`config.mk`:
```
export PLATFORM = sky130hd
export DESIGN_NAME = lma_front
export DESIGN_NICKNAME = d
export VERILOG_FILES = /design/src/lma_pkg.sv /design/src/lma_front.sv
export SDC_FILE = /design/constraint.sdc
export NUM_CORES = 1
export LEC_CHECK = 0
export BUFFER_PORTS_ARGS = -buffer_cell sky130_fd_sc_hd__buf_4
export CAP_MARGIN = 30
export CORE_MARGIN = 1
export CORE_UTILIZATION = 45
export CTS_CLUSTER_DIAMETER = 150
export DETAILED_ROUTE_END_ITERATION = 7
export PLACE_DENSITY = 0.68
export SKIP_LAST_GASP = 1
export SLEW_MARGIN = 30
export SYNTH_ARGS = -nofsm -noshare
export SYNTH_HDL_FRONTEND = slang
export SYNTH_SLANG_ARGS = --single-unit
```
`constraint.sdc`:
```
create_clock -name clock -period 3 [get_ports clock]
set_input_delay 0.45 -clock clock [delete_from_list [all_inputs] [get_ports clock]]
set_output_delay 0.45 -clock clock [all_outputs]
set_load 0.02 [all_outputs]
```
`src/lma_pkg.sv`:
```
// Package: AES tables, types and register indexes for the LightMAC tag core
`default_nettype none
package lma_pkg;
   localparam int unsigned BLOCK_BYTES = 16;
   localparam int unsigned MSG_BYTES = 12;
   localparam int unsigned CTR_BYTES = 4;
   localparam int unsigned QUEUE_DEPTH = 4;
   localparam logic [7:0] PAD_BYTE = 8'h80;

   typedef enum logic [1:0] {
      REG_K1_HIGH = 2'd0,
      REG_K1_LOW = 2'd1,
      REG_K2_HIGH = 2'd2,
      REG_K2_LOW = 2'd3
   } reg_index_type;

   typedef enum logic {
      JOB_COUNTER = 1'b0,
      JOB_FINAL = 1'b1
   } job_kind_type;

   typedef struct packed {
      job_kind_type kind;
      logic [127:0] block;
   } job_type;

   typedef logic [7:0] sbox_table_type [256];
   localparam sbox_table_type SBOX = '{
      8'h63,8'h7c,8'h77,8'h7b,8'hf2,8'h6b,8'h6f,8'hc5,8'h30,8'h01,8'h67,8'h2b,8'hfe,8'hd7,8'hab,8'h76,
      8'hca,8'h82,8'hc9,8'h7d,8'hfa,8'h59,8'h47,8'hf0,8'had,8'hd4,8'ha2,8'haf,8'h9c,8'ha4,8'h72,8'hc0,
      8'hb7,8'hfd,8'h93,8'h26,8'h36,8'h3f,8'hf7,8'hcc,8'h34,8'ha5,8'he5,8'hf1,8'h71,8'hd8,8'h31,8'h15,
      8'h04,8'hc7,8'h23,8'hc3,8'h18,8'h96,8'h05,8'h9a,8'h07,8'h12,8'h80,8'he2,8'heb,8'h27,8'hb2,8'h75,
      8'h09,8'h83,8'h2c,8'h1a,8'h1b,8'h6e,8'h5a,8'ha0,8'h52,8'h3b,8'hd6,8'hb3,8'h29,8'he3,8'h2f,8'h84,
      8'h53,8'hd1,8'h00,8'hed,8'h20,8'hfc,8'hb1,8'h5b,8'h6a,8'hcb,8'hbe,8'h39,8'h4a,8'h4c,8'h58,8'hcf,
      8'hd0,8'hef,8'haa,8'hfb,8'h43,8'h4d,8'h33,8'h85,8'h45,8'hf9,8'h02,8'h7f,8'h50,8'h3c,8'h9f,8'ha8,
      8'h51,8'ha3,8'h40,8'h8f,8'h92,8'h9d,8'h38,8'hf5,8'hbc,8'hb6,8'hda,8'h21,8'h10,8'hff,8'hf3,8'hd2,
      8'hcd,8'h0c,8'h13,8'hec,8'h5f,8'h97,8'h44,8'h17,8'hc4,8'ha7,8'h7e,8'h3d,8'h64,8'h5d,8'h19,8'h73,
      8'h60,8'h81,8'h4f,8'hdc,8'h22,8'h2a,8'h90,8'h88,8'h46,8'hee,8'hb8,8'h14,8'hde,8'h5e,8'h0b,8'hdb,
      8'he0,8'h32,8'h3a,8'h0a,8'h49,8'h06,8'h24,8'h5c,8'hc2,8'hd3,8'hac,8'h62,8'h91,8'h95,8'he4,8'h79,
      8'he7,8'hc8,8'h37,8'h6d,8'h8d,8'hd5,8'h4e,8'ha9,8'h6c,8'h56,8'hf4,8'hea,8'h65,8'h7a,8'hae,8'h08,
      8'hba,8'h78,8'h25,8'h2e,8'h1c,8'ha6,8'hb4,8'hc6,8'he8,8'hdd,8'h74,8'h1f,8'h4b,8'hbd,8'h8b,8'h8a,
      8'h70,8'h3e,8'hb5,8'h66,8'h48,8'h03,8'hf6,8'h0e,8'h61,8'h35,8'h57,8'hb9,8'h86,8'hc1,8'h1d,8'h9e,
      8'he1,8'hf8,8'h98,8'h11,8'h69,8'hd9,8'h8e,8'h94,8'h9b,8'h1e,8'h87,8'he9,8'hce,8'h55,8'h28,8'hdf,
      8'h8c,8'ha1,8'h89,8'h0d,8'hbf,8'he6,8'h42,8'h68,8'h41,8'h99,8'h2d,8'h0f,8'hb0,8'h54,8'hbb,8'h16
   };

   function automatic logic [7:0] xtime(input logic [7:0] v);
      xtime = {v[6:0], 1'b0} ^ (v[7] ? 8'h1b : 8'h00);
   endfunction

   // byte i of a block sits in bits 127-8i .. 120-8i
   function automatic logic [7:0] blk_byte(input logic [127:0] b, input int unsigned i);
      blk_byte = b[127 - 8*i -: 8];
   endfunction

   function automatic logic [127:0] aes_round(input logic [127:0] s, input logic [127:0] rk,
                                              input logic last);
      logic [7:0] t [16];
      logic [7:0] m [16];
      logic [7:0] a0, a1, a2, a3, al;
      logic [127:0] o;
      for (int r = 0; r < 4; r++) begin
         for (int c = 0; c < 4; c++) begin
            t[r + 4*c] = SBOX[blk_byte(s, r + 4*((c + r) % 4))];
         end
      end
      for (int c = 0; c < 4; c++) begin
         a0 = t[4*c]; a1 = t[4*c+1]; a2 = t[4*c+2]; a3 = t[4*c+3];
         al = a0 ^ a1 ^ a2 ^ a3;
         m[4*c]   = last ? a0 : a0 ^ al ^ xtime(a0 ^ a1);
         m[4*c+1] = last ? a1 : a1 ^ al ^ xtime(a1 ^ a2);
         m[4*c+2] = last ? a2 : a2 ^ al ^ xtime(a2 ^ a3);
         m[4*c+3] = last ? a3 : a3 ^ al ^ xtime(a3 ^ a0);
      end
      for (int i = 0; i < 16; i++) begin
         o[127 - 8*i -: 8] = m[i] ^ blk_byte(rk, i);
      end
      aes_round = o;
   endfunction

   function automatic logic [127:0] key_next(input logic [127:0] k, input logic [7:0] rcon);
      logic [31:0] w0, w1, w2, w3, t;
      w0 = k[127:96]; w1 = k[95:64]; w2 = k[63:32]; w3 = k[31:0];
      t = {SBOX[w3[23:16]] ^ rcon, SBOX[w3[15:8]], SBOX[w3[7:0]], SBOX[w3[31:24]]};
      w0 = w0 ^ t; w1 = w1 ^ w0; w2 = w2 ^ w1; w3 = w3 ^ w2;
      key_next = {w0, w1, w2, w3};
   endfunction
endpackage
`default_nettype wire

```
`src/lma_front.sv`:
```
// Front end: byte buffering, counter and job formation
`default_nettype none
module lma_front (
   input  wire logic clock,
   input  wire logic reset,
   input  wire logic in_valid,
   output logic in_ready,
   input  wire logic [7:0] in_data,
   input  wire logic in_has,
   input  wire logic in_last,
   output logic q_push,
   output logic q_push_extra,
   output lma_pkg::job_type q_push_job,
   input  wire logic [1:0] q_space
);
   import lma_pkg::*;
   logic [7:0] buf_ff [MSG_BYTES];
   logic [3:0] held_ff, held_in;
   logic [31:0] ctr_ff, ctr_in;
   logic take, full;
   logic [127:0] cblk, fblk;
   logic [3:0] fheld;
   logic [7:0] fb [MSG_BYTES];

   // a last item with a full block needs two slots
   assign in_ready = q_space >= 2'd2;
   assign take = in_valid && in_ready;
   assign full = in_has && (held_ff == 4'(MSG_BYTES - 1));

   always_comb begin
      for (int i = 0; i < MSG_BYTES; i++) begin
         fb[i] = (4'(i) == held_ff) ? in_data : buf_ff[i];
      end
      cblk[127:96] = ctr_ff;
      for (int i = 0; i < MSG_BYTES; i++) begin
         cblk[95 - 8*i -: 8] = fb[i];
      end
      fheld = full ? 4'd0 : (in_has ? held_ff + 4'd1 : held_ff);
      fblk = '0;
      for (int i = 0; i < MSG_BYTES; i++) begin
         if (4'(i) < fheld) begin
            fblk[127 - 8*i -: 8] = fb[i];
         end
      end
      for (int i = 0; i < MSG_BYTES; i++) begin
         if (4'(i) == fheld) begin
            fblk[127 - 8*i -: 8] = PAD_BYTE;
         end
      end
      held_in = held_ff;
      ctr_in = ctr_ff;
      if (take) begin
         if (full) begin
            held_in = '0;
            ctr_in = ctr_ff + 32'd1;
         end else if (in_has) begin
            held_in = held_ff + 4'd1;
         end
         if (in_last) begin
            held_in = '0;
            ctr_in = 32'd1;
         end
      end
   end

   always_comb begin
      q_push = take && (full || in_last);
      q_push_extra = take && full && in_last;
      q_push_job.kind = full ? JOB_COUNTER : JOB_FINAL;
      q_push_job.block = full ? cblk : fblk;
   end

   always_ff @(posedge clock) begin
      if (reset) begin
         held_ff <= '0;
         ctr_ff <= 32'd1;
      end else begin
         held_ff <= held_in;
         ctr_ff <= ctr_in;
      end
      if (take && in_has && !full) begin
         buf_ff[held_ff] <= in_data;
      end
   end
endmodule
`default_nettype wire

```
==> results.sh, run 1 <==
export IMPL_syn_area_um2=7160
export IMPL_dp_cells=1100
export IMPL_dr_pass1_iters=5
export IMPL_port_buffer_count=145
export IMPL_peakVddDrop_v=0.000395
export IMPL_grt_pass1_vias=6084
export IMPL_cp_data_required_time_ns=2.55
export IMPL_grt_use_met3_pct=5.88
export IMPL_drc=0
export IMPL_gr_total_overflow=0
export IMPL_worstReg2RegStart="held_ff[0]"
export IMPL_clkLatencyLatePin_ns=0.43
export IMPL_finClkSkew_ns=0.00654
export IMPL_worstHoldStart="reset"
export IMPL_crit_type="register to output port"
export IMPL_hold_class="input pin to register"
export IMPL_post_route_util_pct=61.1
export IMPL_dp_hpwl_um=15300
export IMPL_viasPerCell=5.74
export IMPL_drt_iter0_drc=625
export IMPL_row_count=45
export IMPL_root_buffer="clkbuf_16"
export IMPL_routed_wl_um=22200
export IMPL_met1_usage_pct=37.8
export IMPL_post_cts_buffers=0
export IMPL_final_layout_size_suffix_gt1_share_pct=27.0
export IMPL_async_flop_share_pct=0
export IMPL_grt_max_degree=42
export IMPL_area_growth_pct=31.2
export IMPL_grt_first_pass_wirelength_um=33700
export IMPL_power_density_nw_per_um2=466
export IMPL_finalHoldViolCount=0
export IMPL_clock_power_share_pct=49.0
export IMPL_start_util_pct=46.6
export IMPL_switching_share_pct=23.1
export IMPL_cp_max_fo=6
export IMPL_htree_levels=4
export IMPL_rsz0062_at_grt="true"
export IMPL_preCtsSetupSlack_ns=0.259
export IMPL_fmax_mhz=335
export IMPL_p_switching_mw=1.01
export IMPL_synth_cell_types=52
export IMPL_cts_buffer_depth=2
export IMPL_start_kind="register"
export IMPL_yosysSeqAreaShare_pct=50.3
export IMPL_power_frac_comb_pct=6.0
export IMPL_ios=147
export IMPL_antenna_found_initial=0
export IMPL_syn_area_per_cell_um2=9.64
export IMPL_met2_usage_pct=42.7
export IMPL_post_route_min_period_ns=2.98
export IMPL_numCtsBuffers=17
export IMPL_wire_per_inst_um=19.6
export IMPL_clk_pin_slew_ns=0.06
export IMPL_grt_most_used_layer="met2"
export IMPL_worstPathArrival_ns=2.53
export IMPL_max_cap_violations=0
export IMPL_synth_flop_cell="edfxtp_1"
export IMPL_slew_limit_headroom_pct=55.6
export IMPL_layout_cells_non_filler=1132
export IMPL_yosysWarnings=0
export IMPL_diodes=0
export IMPL_end_kind="output port"
export IMPL_die_area_um2=16400
export IMPL_nets=929
export IMPL_finalWorstSetupSlack_ns=0.0181
export IMPL_synth_edf_count=96
export IMPL_core_um2=15400
export IMPL_worstMarginPinSlew_ns=0.663
export IMPL_cts_hold_buf=0
export IMPL_min_period_over_period_pct=99.4
export IMPL_status="finished, final reports clean"
export IMPL_vias=6496
export IMPL_pwr_share_seq_pct=45.1
export IMPL_chipHeight_um=128
export IMPL_grt_usage_pct=27.3
export IMPL_slew_violations=0
export IMPL_place_congestion=0.915
export IMPL_final_antenna_net_count=0
export IMPL_die_w_um=128
export IMPL_startpoint="held_ff[0]"
export IMPL_ys_ff_latch=132
export IMPL_p_leak_nw=4.06
export IMPL_syn_inst=743
export IMPL_internal_power_mw=3.37
export IMPL_cts_sinks=132
export IMPL_final_setup_viol_count=0
export IMPL_cts_tree="built"
[synth_stat cells, types with 2 or more instances]
| library cell | count | share of area [%] |
|---|---|---|
| o221ai_1 | 4 | 0.49 |
| xor2_1 | 4 | 0.49 |
| o21ai_0 | 91 | 6.4 |
| o21ai_1 | 2 | 0.14 |
| or4_1 | 3 | 0.31 |
| a21o_1 | 2 | 0.21 |
| nand4_1 | 9 | 0.79 |
| a21boi_0 | 3 | 0.31 |
| inv_1 | 13 | 0.68 |
| a211oi_1 | 2 | 0.21 |
| nor2_1 | 81 | 4.2 |
| edfxtp_1 | 96 | 40 |
| nand2_1 | 112 | 5.9 |
| and3_1 | 5 | 0.44 |
| nand3_1 | 14 | 0.98 |
| xnor2_1 | 21 | 2.6 |
| or3b_2 | 2 | 0.24 |
| nor4_1 | 7 | 0.61 |
| clkbuf_1 | 38 | 2.0 |
| nor2b_1 | 4 | 0.35 |
| a2bb2oi_1 | 3 | 0.37 |
| a21oi_1 | 12 | 0.84 |
| mux2i_1 | 92 | 13 |
| and4b_1 | 2 | 0.28 |
| o21a_1 | 2 | 0.21 |
| and2_1 | 9 | 0.79 |
| and4_1 | 2 | 0.24 |
| or3_1 | 9 | 0.79 |
| o211ai_1 | 2 | 0.21 |
| buf_1 | 5 | 0.26 |
| o22ai_1 | 14 | 1.2 |
| a22oi_1 | 3 | 0.31 |
| buf_2 | 2 | 0.14 |
| ha_1 | 5 | 0.87 |
| dfxtp_1 | 36 | 10 |
| nor3_1 | 16 | 1.1 |
[metal layers]
| metal | wire length [um] | up-vias |
|---|---|---|
| li1 | - | 3019 |
| met3 | 1880 | 36 |
| met5 | 0 | - |
| met2 | 10400 | 310 |
| met4 | 340 | 0 |
| met1 | 9610 | 3131 |
[registers in the layout, indices dropped and copies added, names as in the netlist]
| register | flops |
|---|---|
| ctr_ff | 32 |
| buf_ff | 96 |
| held_ff | 4 |
[per-stage QoR]
step	setup TNS [ns]	total power, mW	cell area, um^2	hold slack [ns]
2_1_floorplan	0	2.13	7190	0.458
6_report	0	4.38	9400	0.233
4_1_cts	-0.326	4.39	9290	0.226
5_1_grt	-0.828	4.49	9400	0.234
3_3_place_gp	0	2.25	8670	0.486
3_5_place_dp	0	2.26	8670	0.492
[final timing paths]
kind | to | slack [ns] | cells past startpoint
min reg2reg | ctr_ff[31] | 0.52 | 2
max | q_push_job[123] | 0.02 | 10
max reg2reg | buf_ff[6][3] | 0.47 | 6
min | held_ff[2] | 0.23 | 2
[power groups by stage]
stage          clock network (mW)  logic, mW  registers [mW]
2_1_floorplan                   0      0.121            2.01
3_3_place_gp                    0      0.240            2.01
3_5_place_dp                    0      0.242            2.01
4_1_cts                      2.17      0.245            1.97
5_1_grt                      2.24      0.275            1.97
6_report                     2.14      0.261            1.97
[cells by family after synthesis]
group	count (synthesis)	share of synthesized area, %
buffers and inverters	60	3.25
flip-flops	132	50.3
AO/OA/AOI/OAI	150	12.2
multiplexers	93	13.0
other	1	0.0524
AND/OR/NAND/NOR	277	17.3
XOR/XNOR	25	3.06
adder cells (fa/ha/maj)	5	0.874
[timing repair]
action / in CTS / in global routing
pin swaps: 0 / 3
gates cloned: 0 / 1
gates resized for setup: 13 / 43
endpoints found under the setup margin: 74 / 96
[layout by cell type (no fill, tap or decap), types with 14 or more instances in the layout]
master / count
edfxtp_1: 96
nand2_1: 109
nor3_1: 14
clkbuf_16: 17
buf_4: 181
mux2i_1: 92
dfxtp_1: 32
o21ai_1: 20
nor2_1: 78
o21ai_0: 72
nand3_1: 14
xnor2_1: 21
[critical path, cell delays in order, from the launching register on]
cell and delay, ns:
dfxtp_4 0.38, inv_2 0.06, ha_4 0.24, nor2b_1 0.14, a2111oi_2 0.36, buf_4 0.19
nor2_4 0.06, nor3_4 0.20, buf_2 0.17, o21ai_0 0.12, buf_4 0.18
[cell type report]
class                           instances  area [um^2]
Multi-Input combinational cell        558         3450
Timing Repair Buffer                  187         1420
Clock buffer                           17          425
Tap cell                              211          264
Inverter                               13         48.8
Fill cell                            1335         5970
Clock inverter                         14          178
Sequential cell                       132         3620
(Power assumes the default switching activity.)
==> run 2, diff against run 1 <==
--- a/config.mk
+++ b/config.mk
@@ -13,7 +13,7 @@
 export DETAILED_ROUTE_END_ITERATION = 7
 export PLACE_DENSITY = 0.68
 export SKIP_LAST_GASP = 1
-export SLEW_MARGIN = 30
+export SLEW_MARGIN = 15
 export SYNTH_ARGS = -nofsm -noshare
 export SYNTH_HDL_FRONTEND = slang
 export SYNTH_SLANG_ARGS = --single-unit
==> constraint.sdc (replaced) <==
create_clock -name clock -period 3.3 [get_ports clock]
set_input_delay 0.495 -clock clock [delete_from_list [all_inputs] [get_ports clock]]
set_output_delay 0.495 -clock clock [all_outputs]
set_load 0.02 [all_outputs]
==> run 2 against run 1 <==
Against the previous run:
- global-route usage down 0.29 points
- worst setup slack improved by 0.12 ns
- routed wire length is 1.1% lower
- combinational power is 13% lower
==> results.sh, run 2 (same netlist as run 1, synthesis figures left out) <==
export IMPL_drc=0
export IMPL_vias=6426
export IMPL_core_um2=15400
export IMPL_final_antenna_net_count=0
export IMPL_htree_levels=4
export IMPL_layout_cells_non_filler=1128
export IMPL_grt_usage_pct=27.0
export IMPL_crit_type="register to output port"
export IMPL_worstPathArrival_ns=2.67
export IMPL_mostFrequentLayoutCells="180 x buf_4, 112 x nand2_1, 96 x edfxtp_1"
export IMPL_power_density_nw_per_um2=414
export IMPL_grt_pass1_vias=6070
export IMPL_max_cap_violations=0
export IMPL_fmax_mhz=316
export IMPL_cts_buffer_depth=2
export IMPL_min_period_over_period_pct=95.9
export IMPL_slowest_stage="or3b_2"
export IMPL_regMostFlops="buf_ff"
export IMPL_hold_class="input pin to register"
export IMPL_final_layout_size_suffix_gt1_share_pct=24.4
export IMPL_post_route_min_period_ns=3.16
export IMPL_final_setup_viol_count=0
export IMPL_area_growth_pct=29.8
export IMPL_ios=147
export IMPL_cts_hold_buf=0
export IMPL_chipHeight_um=128
export IMPL_routed_wl_um=22000
export IMPL_port_buffer_count=145
export IMPL_end_kind="output port"
export IMPL_slew_limit_headroom_pct=53.5
export IMPL_place_congestion=0.961
export IMPL_finClkSkew_ns=0.0140
export IMPL_viasPerCell=5.70
export IMPL_cts_sinks=132
export IMPL_status="finished, final reports clean"
export IMPL_die_w_um=128
export IMPL_cts_tree="built"
export IMPL_worstHoldStart="reset"
export IMPL_cp_data_required_time_ns=2.80
export IMPL_grt_max_degree=46
export IMPL_grt_first_pass_wirelength_um=33400
export IMPL_row_count=45
export IMPL_nets=925
export IMPL_dp_cells=1094
export IMPL_wire_per_inst_um=19.5
export IMPL_clkLatencyLatePin_ns=0.43
export IMPL_peakVddDrop_v=0.000363
export IMPL_antenna_found_initial=0
export IMPL_numCtsBuffers=17
export IMPL_finalHoldViolCount=0
export IMPL_worstReg2RegStart="held_ff[1]"
export IMPL_gr_total_overflow=0
export IMPL_max_stage_delay_ns=0.52
export IMPL_startpoint="held_ff[1]"
export IMPL_dp_hpwl_um=15000
export IMPL_slew_violations=0
export IMPL_start_util_pct=46.6
export IMPL_clk_pin_slew_ns=0.06
export IMPL_fillers=1314
export IMPL_post_route_util_pct=60.5
export IMPL_dr_pass1_iters=5
export IMPL_p_leak_nw=4.03
export IMPL_diodes=0
export IMPL_drt_iter0_drc=512
export IMPL_worstMarginPinSlew_ns=0.695
export IMPL_tns_ns=0
export IMPL_ff2ff_setup_slack_ns=0.58
export IMPL_reg_largest_list="buf_ff x96, ctr_ff x32, held_ff x4"
export IMPL_start_kind="register"
export IMPL_whs_ns=0.280
export IMPL_largest_reg_flops=96
export IMPL_root_buffer="clkbuf_16"
export IMPL_cp_max_fo=9
export IMPL_layout_commonest_cell="buf_4"
export IMPL_rsz0062_at_grt="false"
export IMPL_crit_chain="ha_2 > or3b_2 > o22ai_1 > a21oi_2 > o21ai_0 > buf_4"
export IMPL_die_area_um2=16400
-- run 2: changes by cell type in the layout (fill, tap and decap cells not counted), moves of 3 or more --
cell	change
o21ai_0	+17
o21ai_1	-16
buf_6	-5
clkinv_1	+3
clkinv_4	-3
clkinvlp_4	+3
dfxtp_4	-3
nand2_1	+3
nand2_2	-3
-- run 2: per-stage QoR --
stage / total power, mW / instance area [um^2] / setup WS [ns]
after detailed placement: 2.05 / 8630 / 0.332
after CTS: 3.85 / 9250 / 0.0425
after global routing: 3.94 / 9300 / 0.0126
after floorplan: 1.94 / 7190 / 0.364
final: 3.85 / 9300 / 0.136
after global placement: 2.04 / 8630 / 0.379
-- run 2: final cells by class --
cell class	instances	area, um^2	area share [%]
sequential	132	3610	38.8
inverter	13	48.8	0.525
clock buffer	17	425	4.58
timing repair buffer	183	1440	15.5
multi-input combinational	558	3370	36.3
clock inverter	14	138	1.48
tap	211	264	2.84
-- run 2: layer usage --
layer	wire, um	global-route usage, %	vias to the layer above
li1	-	-	3004
met1	9810	38.2	3087
met2	10100	41.5	303
met3	1610	4.59	32
met4	408	10.4	0
met5	0	0	-
-- run 2: repair_timing --
| action | CTS | global route |
|---|---|---|
| endpoints found under the setup margin | 18 | 62 |
| resized for setup | 5 | 7 |
| buffers inserted | 0 | 1 |
| hold endpoints to repair | 0 | 0 |
| pin swaps | 0 | 1 |
| gates cloned | 1 | 0 |
-- run 2: report_power, final --
group	internal, mW	switching (mW)
sequential	1.79	0.00544
combinational	0.0780	0.148
clock	1.10	0.725
total	2.97	0.879
-- run 2: path summary, 6_finish.rpt --
check,endpoint,cells past startpoint
hold / removal,held_ff[1],2
hold reg to reg,ctr_ff[31],2
setup reg to reg,ctr_ff[25],7
setup / recovery,q_push_job[78],6
-- run 2: critical path, delay by kind of cell, from the launching register on --
| family | cells | cell delay (ns) |
|---|---|---|
| compound gates | 3 | 0.86 |
| simple gates | 1 | 0.52 |
| flops | 1 | 0.39 |
| fa+ha+maj | 1 | 0.27 |
| buf+inv | 1 | 0.21 |
